$ cat src/rtl/core/esc_pkg.sv
// Package for the elevator sweep controller.
// Holds the shaft size constants, operation codes, beat structs and floor helpers.
// No dependencies; imported by the top level of the block.
package esc_pkg;

    localparam int FLOORS = 128;
    localparam int ADDR_W = $clog2(FLOORS);
    localparam int FLOOR_W = 7;
    localparam int MOVES_W = 17;
    localparam int CALLS_W = 16;
    localparam int HEIGHT_W = 7;

    localparam logic [HEIGHT_W-1:0] HEIGHT_RESET = 7'd99;
    localparam logic [CALLS_W-1:0] CALL_MAX = '1;
    localparam logic [MOVES_W-1:0] MOVE_MAX = '1;
    localparam logic [FLOOR_W-1:0] FLOOR_ONE = 7'd1;
    localparam logic [FLOOR_W-1:0] FLOOR_TWO = 7'd2;
    localparam logic [FLOOR_W-1:0] CAR_TOP = FLOOR_W'((FLOORS - 1) < 127 ? (FLOORS - 1) : 127);

    typedef enum logic [1:0] {
        OP_TICK = 2'd0,
        OP_CALL = 2'd1,
        OP_READ = 2'd2
    } op_e_t;

    typedef struct packed {
        logic [1:0]         op;
        logic [FLOOR_W-1:0] floor;
    } item_t;

    typedef struct packed {
        logic [FLOOR_W-1:0] car_floor;
        logic [MOVES_W-1:0] total_moves;
        logic [CALLS_W-1:0] floor_calls;
        logic               bad_call;
    } result_t;

    function automatic logic floor_on_shaft(input logic [FLOOR_W-1:0] f);
        return int'(f) < FLOORS;
    endfunction

    function automatic logic [ADDR_W-1:0] floor_addr(input logic [FLOOR_W-1:0] f);
        logic [ADDR_W+FLOOR_W-1:0] wide;
        wide = (ADDR_W + FLOOR_W)'(f);
        return wide[ADDR_W-1:0];
    endfunction

endpackage

$ cat src/rtl/core/esc_ram.sv
// Generic single-port-write, single-port-read RAM with a registered read.
// Used for the per-floor call counters; no package dependencies.
module esc_ram #(
    parameter int WIDTH = 16,
    parameter int DEPTH = 128
) (
    input  logic                     clk,
    input  logic                     wr_en,
    input  logic [$clog2(DEPTH)-1:0] wr_addr,
    input  logic [WIDTH-1:0]         wr_data,
    input  logic                     rd_en,
    input  logic [$clog2(DEPTH)-1:0] rd_addr,
    output logic [WIDTH-1:0]         rd_data
);

    logic [WIDTH-1:0] mem_reg [DEPTH];
    logic [WIDTH-1:0] rd_data_reg;

    always_ff @(posedge clk)
    begin
        if (wr_en)
        begin
            mem_reg[wr_addr] <= wr_data;
        end
        if (rd_en)
        begin
            rd_data_reg <= mem_reg[rd_addr];
        end
    end

    assign rd_data = rd_data_reg;

endmodule

$ cat src/rtl/core/elevator_sweep_controller.sv
// Top level of the elevator sweep controller.
// Depends on esc_pkg and on esc_ram for the per-floor call counters.
//
// The block takes one item per clock cycle while item_stall is low and returns
// exactly one result beat per item. An item is captured in an input stage at its
// accept edge, where the call counter RAM is read at the item's floor; when the
// input stage advances, the car state, the pending bitmap and the counter are
// updated and the result register is loaded. The input stage stalls only while it
// holds an item and the result register is full and stalled. Call counters sit in
// a 128 by 16 RAM whose entries read as zero until first written, tracked by one
// flag per floor, so no clearing pass follows reset. The height register is always
// ready; the user must write it only while the block is idle, which the block
// itself does not enforce.
module elevator_sweep_controller
    import esc_pkg::*;
(
    input  logic                clk,
    input  logic                rst_n,
    input  logic                item_valid,
    output logic                item_stall,
    input  item_t               item,
    output logic                result_valid,
    input  logic                result_stall,
    output result_t             result,
    input  logic                cfg_valid,
    output logic                cfg_ready,
    input  logic [HEIGHT_W-1:0] cfg_data
);

    logic                height_we;
    logic [HEIGHT_W-1:0] height_reg;

    logic                s1_valid_reg;
    logic                s1_valid_next;
    item_t               s1_item_reg;
    logic                seen_reg;
    logic                fwd_hit_reg;
    logic                fwd_hit_next;
    logic [CALLS_W-1:0]  fwd_val_reg;

    logic [FLOOR_W-1:0]  car_pos_reg;
    logic [FLOOR_W-1:0]  car_pos_next;
    logic                heading_up_reg;
    logic                heading_up_next;
    logic                heading_down_reg;
    logic                heading_down_next;
    logic [FLOORS-1:0]   pending_reg;
    logic [FLOORS-1:0]   pending_next;
    logic [MOVES_W-1:0]  move_tally_reg;
    logic [MOVES_W-1:0]  move_tally_next;
    logic [FLOORS-1:0]   seen_flags_reg;

    logic                result_valid_reg;
    logic                result_valid_next;
    result_t             result_reg;
    result_t             result_next;

    logic                accept;
    logic                s1_adv;
    logic                s1_call;
    logic                s1_write;
    logic                s1_on_shaft;
    logic [ADDR_W-1:0]   s1_addr;
    logic [ADDR_W-1:0]   in_addr;
    logic [CALLS_W-1:0]  ram_rd_data;
    logic [CALLS_W-1:0]  count_old;
    logic [CALLS_W-1:0]  count_new;
    logic [FLOORS-1:0]   above_bits;

    assign cfg_ready = 1'b1;
    assign height_we = cfg_valid && cfg_ready;

    assign s1_adv = s1_valid_reg && (!result_valid_reg || !result_stall);
    assign item_stall = s1_valid_reg && !s1_adv;
    assign accept = item_valid && !item_stall;

    assign in_addr = floor_addr(item.floor);
    assign s1_addr = floor_addr(s1_item_reg.floor);
    assign s1_on_shaft = floor_on_shaft(s1_item_reg.floor);
    assign s1_call = (op_e_t'(s1_item_reg.op) == OP_CALL);
    assign s1_write = s1_call && s1_on_shaft && (s1_item_reg.floor >= FLOOR_TWO)
                      && (s1_item_reg.floor <= height_reg);

    assign count_old = fwd_hit_reg ? fwd_val_reg : (seen_reg ? ram_rd_data : '0);
    assign count_new = (count_old == CALL_MAX) ? count_old : count_old + 1'b1;

    assign fwd_hit_next = s1_adv && s1_write && (s1_addr == in_addr);
    assign s1_valid_next = accept ? 1'b1 : (s1_adv ? 1'b0 : s1_valid_reg);
    assign result_valid_next = s1_adv ? 1'b1 : (result_valid_reg && result_stall);

    esc_ram #(
        .WIDTH(CALLS_W),
        .DEPTH(FLOORS)
    ) u_call_ram (
        .clk     (clk),
        .wr_en   (s1_adv && s1_write),
        .wr_addr (s1_addr),
        .wr_data (count_new),
        .rd_en   (accept),
        .rd_addr (in_addr),
        .rd_data (ram_rd_data)
    );

    always_comb
    begin
        logic [FLOOR_W-1:0] pos;
        logic               up;
        logic               down;
        logic [FLOORS-1:0]  pend;
        logic [MOVES_W-1:0] moves;

        pos = car_pos_reg;
        up = heading_up_reg;
        down = heading_down_reg;
        pend = pending_reg;
        moves = move_tally_reg;

        unique case (op_e_t'(s1_item_reg.op))
            OP_TICK:
            begin
                if (floor_on_shaft(pos))
                begin
                    pend[floor_addr(pos)] = 1'b0;
                end
            end
            OP_CALL:
            begin
                if (s1_write)
                begin
                    pend[s1_addr] = 1'b1;
                end
            end
            default:
            begin
            end
        endcase

        for (int i = 0; i < FLOORS; i++)
        begin
            above_bits[i] = pend[i] && (i > int'(pos));
        end

        if (op_e_t'(s1_item_reg.op) == OP_TICK)
        begin
            if (!down || pos == FLOOR_ONE)
            begin
                up = |above_bits;
                down = !(|above_bits);
            end
            if (up)
            begin
                if (pos < CAR_TOP)
                begin
                    pos = pos + 1'b1;
                    moves = (moves == MOVE_MAX) ? moves : moves + 1'b1;
                end
            end
            else if (down && pos > FLOOR_ONE)
            begin
                pos = pos - 1'b1;
                moves = (moves == MOVE_MAX) ? moves : moves + 1'b1;
            end
        end

        car_pos_next = s1_adv ? pos : car_pos_reg;
        heading_up_next = s1_adv ? up : heading_up_reg;
        heading_down_next = s1_adv ? down : heading_down_reg;
        pending_next = s1_adv ? pend : pending_reg;
        move_tally_next = s1_adv ? moves : move_tally_reg;

        result_next.car_floor = pos;
        result_next.total_moves = moves;
        result_next.floor_calls = !s1_on_shaft ? '0 : (s1_write ? count_new : count_old);
        result_next.bad_call = s1_call && !s1_write;
    end

    always_ff @(posedge clk or negedge rst_n)
    begin
        if (!rst_n)
        begin
            height_reg <= HEIGHT_RESET;
            s1_valid_reg <= 1'b0;
            fwd_hit_reg <= 1'b0;
            car_pos_reg <= FLOOR_ONE;
            heading_up_reg <= 1'b1;
            heading_down_reg <= 1'b0;
            pending_reg <= '0;
            move_tally_reg <= '0;
            seen_flags_reg <= '0;
            result_valid_reg <= 1'b0;
        end
        else
        begin
            if (height_we)
            begin
                height_reg <= cfg_data;
            end
            s1_valid_reg <= s1_valid_next;
            if (accept)
            begin
                fwd_hit_reg <= fwd_hit_next;
            end
            car_pos_reg <= car_pos_next;
            heading_up_reg <= heading_up_next;
            heading_down_reg <= heading_down_next;
            pending_reg <= pending_next;
            move_tally_reg <= move_tally_next;
            if (s1_adv && s1_write)
            begin
                seen_flags_reg[s1_addr] <= 1'b1;
            end
            result_valid_reg <= result_valid_next;
        end
    end

    always_ff @(posedge clk)
    begin
        if (accept)
        begin
            s1_item_reg <= item;
            seen_reg <= seen_flags_reg[in_addr];
        end
        if (s1_adv && s1_write)
        begin
            fwd_val_reg <= count_new;
        end
        if (s1_adv)
        begin
            result_reg <= result_next;
        end
    end

    assign result_valid = result_valid_reg;
    assign result = result_reg;

    assert property (@(posedge clk) disable iff (!rst_n)
        !(heading_up_reg && heading_down_reg))
        else $error("Car is heading both up and down.");

    assert property (@(posedge clk) disable iff (!rst_n)
        result_valid |-> result.car_floor != '0)
        else $error("Result beat reports floor zero.");

    assert property (@(posedge clk) disable iff (!rst_n)
        move_tally_reg >= $past(move_tally_reg))
        else $error("Move tally decreased.");

    assert property (@(posedge clk) disable iff (!rst_n)
        item_stall |-> s1_valid_reg && result_valid_reg)
        else $error("Input stalled with a free pipeline.");

endmodule
$ cat config.mk
export PLATFORM = sky130hd
export DESIGN_NAME = elevator_sweep_controller
export DESIGN_NICKNAME = d
export VERILOG_FILES = /design/src/rtl/core/esc_pkg.sv /design/src/rtl/core/esc_ram.sv /design/src/rtl/core/elevator_sweep_controller.sv
export SDC_FILE = /design/constraint.sdc
export NUM_CORES = 2
export LEC_CHECK = 0
export ABC_AREA = 1
export BUFFER_PORTS_ARGS = -buffer_cell sky130_fd_sc_hd__buf_2
export CAP_MARGIN = 15
export CORE_UTILIZATION = 45
export CTS_BUF_LIST = sky130_fd_sc_hd__clkbuf_2
export DETAILED_ROUTE_END_ITERATION = 10
export PLACE_DENSITY = 0.62
export SLEW_MARGIN = 5
export SYNTH_ARGS = -nofsm -noshare
export SYNTH_HDL_FRONTEND = slang
export SYNTH_SLANG_ARGS = --single-unit
$ cat constraint.sdc
create_clock -name clk -period 22.7 [get_ports clk]
set_input_delay 2.27 -clock clk [delete_from_list [all_inputs] [get_ports clk]]
set_output_delay 2.27 -clock clk [all_outputs]
set_load 0.1 [all_outputs]
### After elaboration in Yosys (flattened, before gate mapping)

Memory sizes are Yosys's and may differ from the RTL's. A register that Yosys moved wholly into a read port is not among the register bits.
Index checks and enable logic that the tools add are counted.
W data, S select, Z words.

* output and inout bits: 44
* word-level logic and storage cells: 354
* bits of input ports: 21
* bits in writable memories: 2048
* memories kept: 1
* register bits: 359

Memory list
* u_call_ram.mem_reg: words 128, width 16, rd ports 1, clocked after Yosys merged registers in 1, write ports 1, line esc_ram.sv:16 `logic [WIDTH-1:0] mem_reg [DEPTH];`

* bitwise operators: 4
* reductions and logical operators: 154
* order comparisons: 136
* equality and inequality tests: 6
* multiplexer cells: 30
* add/sub/neg operators: 4

Operator list (count)
* $gt A7 B7 Y1 const A: 64
* $or A128 B128 Y128: 2
* $pmux W128 S2: 1
* $gt A6 B7 Y1 const A: 32
* $logic_and A1 B1 Y1: 139
* $and A128 B128 Y128: 1
* $mux W128: 1
* $not A128 Y128: 1
* $reduce_or A127 Y1: 1
* $gt A5 B7 Y1 const A: 16
* $mux W17: 5
* $mux W16: 4
* $gt A4 B7 Y1 const A: 8
* $gt A3 B7 Y1 const A: 4
* $mux W7: 4
* $lt A7 B8 Y1 const B: 3
* $add A17 B1 Y17 const B: 1
* $eq A17 B17 Y1 const B: 1
* $add A16 B1 Y16 const B: 1
* $eq A16 B16 Y1 const B: 1
* $demux W1 S7: 2
* $ge A7 B1 Y1 const B: 2
* $gt A2 B7 Y1 const A: 2
* $mux W1: 12
* 18 further kinds: 26

### Longest topological paths before layout

* depth in word-level cells: 16
* depth in mapped cells: 30
* depth with buffers taken out: 27

### Hierarchy

A second synthesis with hierarchy kept.

* cell total of the unflattened synthesis: 9875
* area, all modules: 105130.8 um^2

Modules (own cells, without submodules)
* esc_ram: seq. area each 61979.4 um^2, area an instance 82988.3 um^2, cells an instance 6793, times used 1
* elevator_sweep_controller: seq. area each 9301.4 um^2, area an instance 22142.5 um^2, cells an instance 3082, times used 1

### Worst setup path before layout

OpenSTA, ideal clock, no wires.

* path type: reg-to-reg
* start point: register fwd_hit_reg
* end point: register fwd_val_reg[7] (data pin)
* clock period less this slack: 8682 ps
* buffers on the path: 2
* data required time: 21441 ps
* library setup time: 1259 ps
* arrival time: 7424 ps
* path slack: 14018 ps
* cell stages (with the launch flop): 21
* path through: dfrtp_1 -> clkbuf_1 -> inv_1 -> nand2_1 -> inv_2 -> buf_2 -> a22oi_1 -> inv_1 -> ha_1 -> inv_1 -> nor2_1 -> inv_1 -> nor2_1 -> inv_1 -> nor2_1 -> inv_1 -> nor2_1 -> nor2_1 -> nand2_1 -> o21ai_0 -> a21boi_0

* longest elaborated chain between the ends: 3
* elaborated cells on any way between the ends: 4
* classes of those cells: 1 x add/sub; 1 x eq/ne; 2 x mux

Ends and longest elaborated chain
* start: declaration: line elevator_sweep_controller.sv:37 `logic fwd_hit_reg;`
* start signal: assignment: line elevator_sweep_controller.sv:201 `fwd_hit_reg <= fwd_hit_next;`
* $mux W16 (*): line elevator_sweep_controller.sv:84 `assign count_old = fwd_hit_reg ? fwd_val_reg : (seen_reg ? ram_rd_data : '0);`
* $add A16 B1 Y16 / $eq A16 B16 Y1 (equally long branches): line elevator_sweep_controller.sv:85 `assign count_new = (count_old == CALL_MAX) ? count_old : count_old + 1'b1;`
* $mux W16 (*): line elevator_sweep_controller.sv:85
* via count_new[7]: line elevator_sweep_controller.sv:67 `logic [CALLS_W-1:0] count_new;`
* end signal: assignment: line elevator_sweep_controller.sv:225 `fwd_val_reg <= count_new;`
* end: declaration: line elevator_sweep_controller.sv:39 `logic [CALLS_W-1:0] fwd_val_reg;`

Mark *: on every way through the listed nets, which the timed path passes. The rest lies on a longest branch.
A chain may end at the register's enable or synchronous reset.

==> metrics list <==
- Of the available clock period, the critical path in the final layout requires 0.297.
- Total number of placement rows: 175
- Summed over all layers, the global routing overflow is 0.
* Netlist Area Pre-Place: 103000 µm²
* H-tree level count: 6
* Multi-input combinational cell area: 28700 µm²
- The first global-routing pass estimated 492000 µm of wire.
- Subtracting the final worst setup slack from the clock period gives 6750 ps.
- Avg Inst Size Synth: 11.1 µm²
- Setup repair after global routing left no endpoint under its margin.
- Fraction of layout instances using a drive strength above 1: 0.159
- Final slew viol count: 0
- After detailed routing, the average wire length per cell comes to 26.0 µm.
- Highest net fanout along the worst path: 47
- Via count of the routed design: 78600
- For this run, the number of Yosys warnings is 0.
* Area of the die: 231000 µm²
- MaxCap Viol Count: 0
- Pint: 6.48 mW
- STA puts the critical path data required time at 24280 ps.
- STA classifies the critical path startpoint as a register.
* GRT Total Usage: 0.287
* Number of top-level pins: 65
- Buffers added to address setup during post-CTS repair amount to 0.
- Input/output buffers: 63
- In the final design database the tool counted 9610 nets.
* Die height: 480 µm
- Total Neg Setup Slack: 0 ps
* Combinational power share: 0.165
* Register area: 71300 µm²
- Starting density of the core: 0.453
- The share of total power dissipated in the clock network is 0.307.
* Proportion of power drawn by flip-flops and latches: 0.528
* Prevailing post-synth register cell: sky130_fd_sc_hd__edfxtp_1
* Chip Width: 480 µm
- STA classifies the critical path endpoint as a register.
- Post-synth ARST share: 0.120
- The synthesized design contains 2422 register bits.
- CP Class: reg2reg
* Via count of the first global-routing pass: 74500
- Detailed Route Iter0 Violations: 10300
- The clock reaches the later pin of the worst-skew pair after 1960 ps.
- After legalization and detailed placement, the total HPWL measured 190000 µm.
- Antenna violations before repair: 11
* Share of the yosys chip area belonging to registers: 0.692
- Gates resized during post-CTS repair numbered 0.
* Switching share of power: 0.322
- CP Data Arrival Time: 8320 ps
- In the routed design, unresolved DRC markers number 0.
- CTS tree: done
* Placeable Area: 227000 µm²
* Clock Path Buffers: 4
- Outcome: finished clean
- From synthesis to final layout, the design area changed by 9.56%.
- The clock drives 2422 sinks.
- For the pin with the worst max-slew slack, the measured transition is 1320 ps.
* Pin count of the biggest net entering global routing: 164
* Areal power density over the cells: 84.7 nW/µm²
* Count of hold-fix buffers inserted at cts: 0
- Net switching power: 3.07 mW
* Fmax achieved: 148 MHz
- Largest vdd supply drop: 0.0000584 V
- Clock skew after layout: 207 ps
- Summed over all cells, the static leakage comes to 39.5 nW.
- Setup slack on the worst reg-to-reg path comes out at 15950 ps.
* Detail-routed via count per cell: 6.04
- The worst hold path belongs to the class in2async.
- Router iterations before antenna repair: 6
- Slew headroom: 0.122
- Counting flops with a built-in enable in the synthesized netlist gives 2131.
- Post-DRT Antenna Nets: 0
* Final GP Congestion: 0.953
- Counting every instance in the synthesized netlist gives 9258.
- Root buffer cell: sky130_fd_sc_hd__clkbuf_2
* Final design utilization: 0.496
- Final number of setup-violating endpoints: 0
- The register with the most flip-flops in the layout has 2048 of them.
- Clock tree synthesis inserted a total of 622 buffers.
- Clock transition at the registers of the reported paths: 110 ps
- Routed Wire Length: 338000 µm
- Fill cells: 20300
- The final number of hold-violating endpoints was 0.
- Post-synth cell types: 45
[through the flow]
step / std cells / hold WS [ps] / cell area, µm² / total power, mW / setup slack (ps)
2_1_floorplan: 9289 / 424 / 103000 / 6.15 / 14020
3_3_place_gp: 12000 / 360 / 107000 / 6.65 / 15150
3_5_place_dp: 12000 / 367 / 107000 / 6.67 / 15090
4_1_cts: 13000 / 77.8 / 113000 / 9.57 / 16210
5_1_grt: 13000 / 236 / 113000 / 9.93 / 15520
6_report: 13000 / 315 / 113000 / 9.55 / 15950
[power groups by stage]
stage	combinational [mW]	clock, mW	sequential [mW]
global placement	1.51	0	5.14
finish	1.57	2.93	5.05
global route	1.67	3.21	5.05
detailed placement	1.53	0	5.14
CTS	1.54	2.99	5.04
floorplan	0.895	0	5.25
[synthesized netlist by cell type (all sizes together), types with 94 or more instances]
library cell | count | area, µm²
a21oi | 165 | 826
buf | 94 | 480
clkbuf | 561 | 2110
dfrtp | 285 | 7130
edfxtp | 2131 | 64000
inv | 338 | 1270
nand2 | 718 | 2730
nand3 | 378 | 1890
nor2 | 1744 | 6650
nor3 | 103 | 515
o21ai | 1757 | 8790
o22ai | 647 | 4050
or2 | 102 | 638
[worst paths after layout]
check	to	startpoint	cells after the start
worst max register to register	result[38]$_DFFE_PP_	s1_addr[3]$_DFFE_PP_	22
worst min register to register	seen_flags_reg[1]$_DFFE_PN0P_	seen_flags_reg[1]$_DFFE_PN0P_	0
worst max-delay path	result[38]$_DFFE_PP_	s1_addr[3]$_DFFE_PP_	22
max in group asynchronous	seen_flags_reg[20]$_DFFE_PN0P_	rst_n	3
min in group clk	seen_flags_reg[1]$_DFFE_PN0P_	seen_flags_reg[1]$_DFFE_PN0P_	0
worst min-delay path	pending_reg[115]$_DFFE_PN0P_	rst_n	1
[cells by family after synthesis]
family	Yosys count	synth area share
buffers and inverters	1005	0.0379
flip-flops	2422	0.692
other	2	0.0000729
multiplexers	1	0.000109
adder cells (fa/ha/maj)	15	0.00182
AO/OA/AOI/OAI	2704	0.143
XOR/XNOR	32	0.00272
AND/OR/NAND/NOR	3077	0.123
[cells in the final DEF (no fill, tap or decap), types with 8 or more instances in the layout]
cell | synthesis | layout
sky130_fd_sc_hd__edfxtp_1 | 2131 | 2131
sky130_fd_sc_hd__nor2_1 | 1720 | 1694
sky130_fd_sc_hd__o21ai_0 | 1667 | 1665
sky130_fd_sc_hd__clkbuf_2 | 0 | 914
sky130_fd_sc_hd__nand2_1 | 707 | 702
sky130_fd_sc_hd__o22ai_1 | 647 | 647
sky130_fd_sc_hd__nand3_1 | 378 | 375
sky130_fd_sc_hd__inv_1 | 295 | 290
sky130_fd_sc_hd__dfrtp_1 | 285 | 285
sky130_fd_sc_hd__buf_4 | 13 | 242
sky130_fd_sc_hd__a21oi_1 | 165 | 163
sky130_fd_sc_hd__clkinv_1 | 12 | 108
sky130_fd_sc_hd__or2_2 | 101 | 101
sky130_fd_sc_hd__o21ai_1 | 90 | 90
sky130_fd_sc_hd__nor3_2 | 0 | 79
sky130_fd_sc_hd__buf_2 | 39 | 57
sky130_fd_sc_hd__inv_2 | 42 | 51
sky130_fd_sc_hd__a22oi_1 | 42 | 42
sky130_fd_sc_hd__nor2_2 | 16 | 37
sky130_fd_sc_hd__conb_1 | 2 | 33
sky130_fd_sc_hd__o32ai_1 | 31 | 31
sky130_fd_sc_hd__a31oi_1 | 30 | 30
sky130_fd_sc_hd__nor3_1 | 103 | 21
sky130_fd_sc_hd__xor2_1 | 27 | 21
sky130_fd_sc_hd__clkinv_2 | 0 | 15
sky130_fd_sc_hd__ha_1 | 15 | 15
sky130_fd_sc_hd__o31ai_1 | 14 | 14
sky130_fd_sc_hd__nand3b_1 | 14 | 14
sky130_fd_sc_hd__nor2_4 | 8 | 13
sky130_fd_sc_hd__nand4_1 | 11 | 11
sky130_fd_sc_hd__nand2_2 | 9 | 11
sky130_fd_sc_hd__buf_12 | 0 | 9
sky130_fd_sc_hd__bufinv_16 | 0 | 8
[layer usage]
metal	vias up	track usage	wire length (µm)
li1	34300	-	-
met4	2	0.132	14800
met3	802	0.0657	38200
met2	4874	0.432	151000
met5	-	0	13
met1	38600	0.396	134000
[cell type report]
| class | count | area share |
|---|---|---|
| flip-flops and latches | 2422 | 0.632 |
| inverters | 350 | 0.0120 |
| clock buffers | 914 | 0.0405 |
| repair buffers | 316 | 0.0212 |
| diodes | 4 | 0.0000887 |
| multi-input cells | 5862 | 0.254 |
| clock inverters | 136 | 0.00683 |
| well taps | 3009 | 0.0334 |
[critical path, stage by stage (launching register included)]
cell and delay, ps:
sky130_fd_sc_hd__edfxtp_1 570, sky130_fd_sc_hd__nor2_2 290, sky130_fd_sc_hd__nand2_2 260, sky130_fd_sc_hd__o21ai_1 230, sky130_fd_sc_hd__clkinv_2 620, sky130_fd_sc_hd__nand2_1 250
sky130_fd_sc_hd__buf_4 370, sky130_fd_sc_hd__inv_2 430, sky130_fd_sc_hd__nand2_1 550, sky130_fd_sc_hd__nand2_1 100, sky130_fd_sc_hd__nand2_1 80, sky130_fd_sc_hd__nand2_1 50
sky130_fd_sc_hd__nor2_1 90, sky130_fd_sc_hd__nand2_1 80, sky130_fd_sc_hd__nor2_1 310, sky130_fd_sc_hd__nand2_1 110, sky130_fd_sc_hd__nor2_2 270, sky130_fd_sc_hd__nand3_1 100
sky130_fd_sc_hd__buf_4 240, sky130_fd_sc_hd__nand2_1 860, sky130_fd_sc_hd__o21ai_0 260, sky130_fd_sc_hd__nand2_1 100, sky130_fd_sc_hd__o21ai_0 110
No activity file was read; power rests on OpenSTA's default activity.
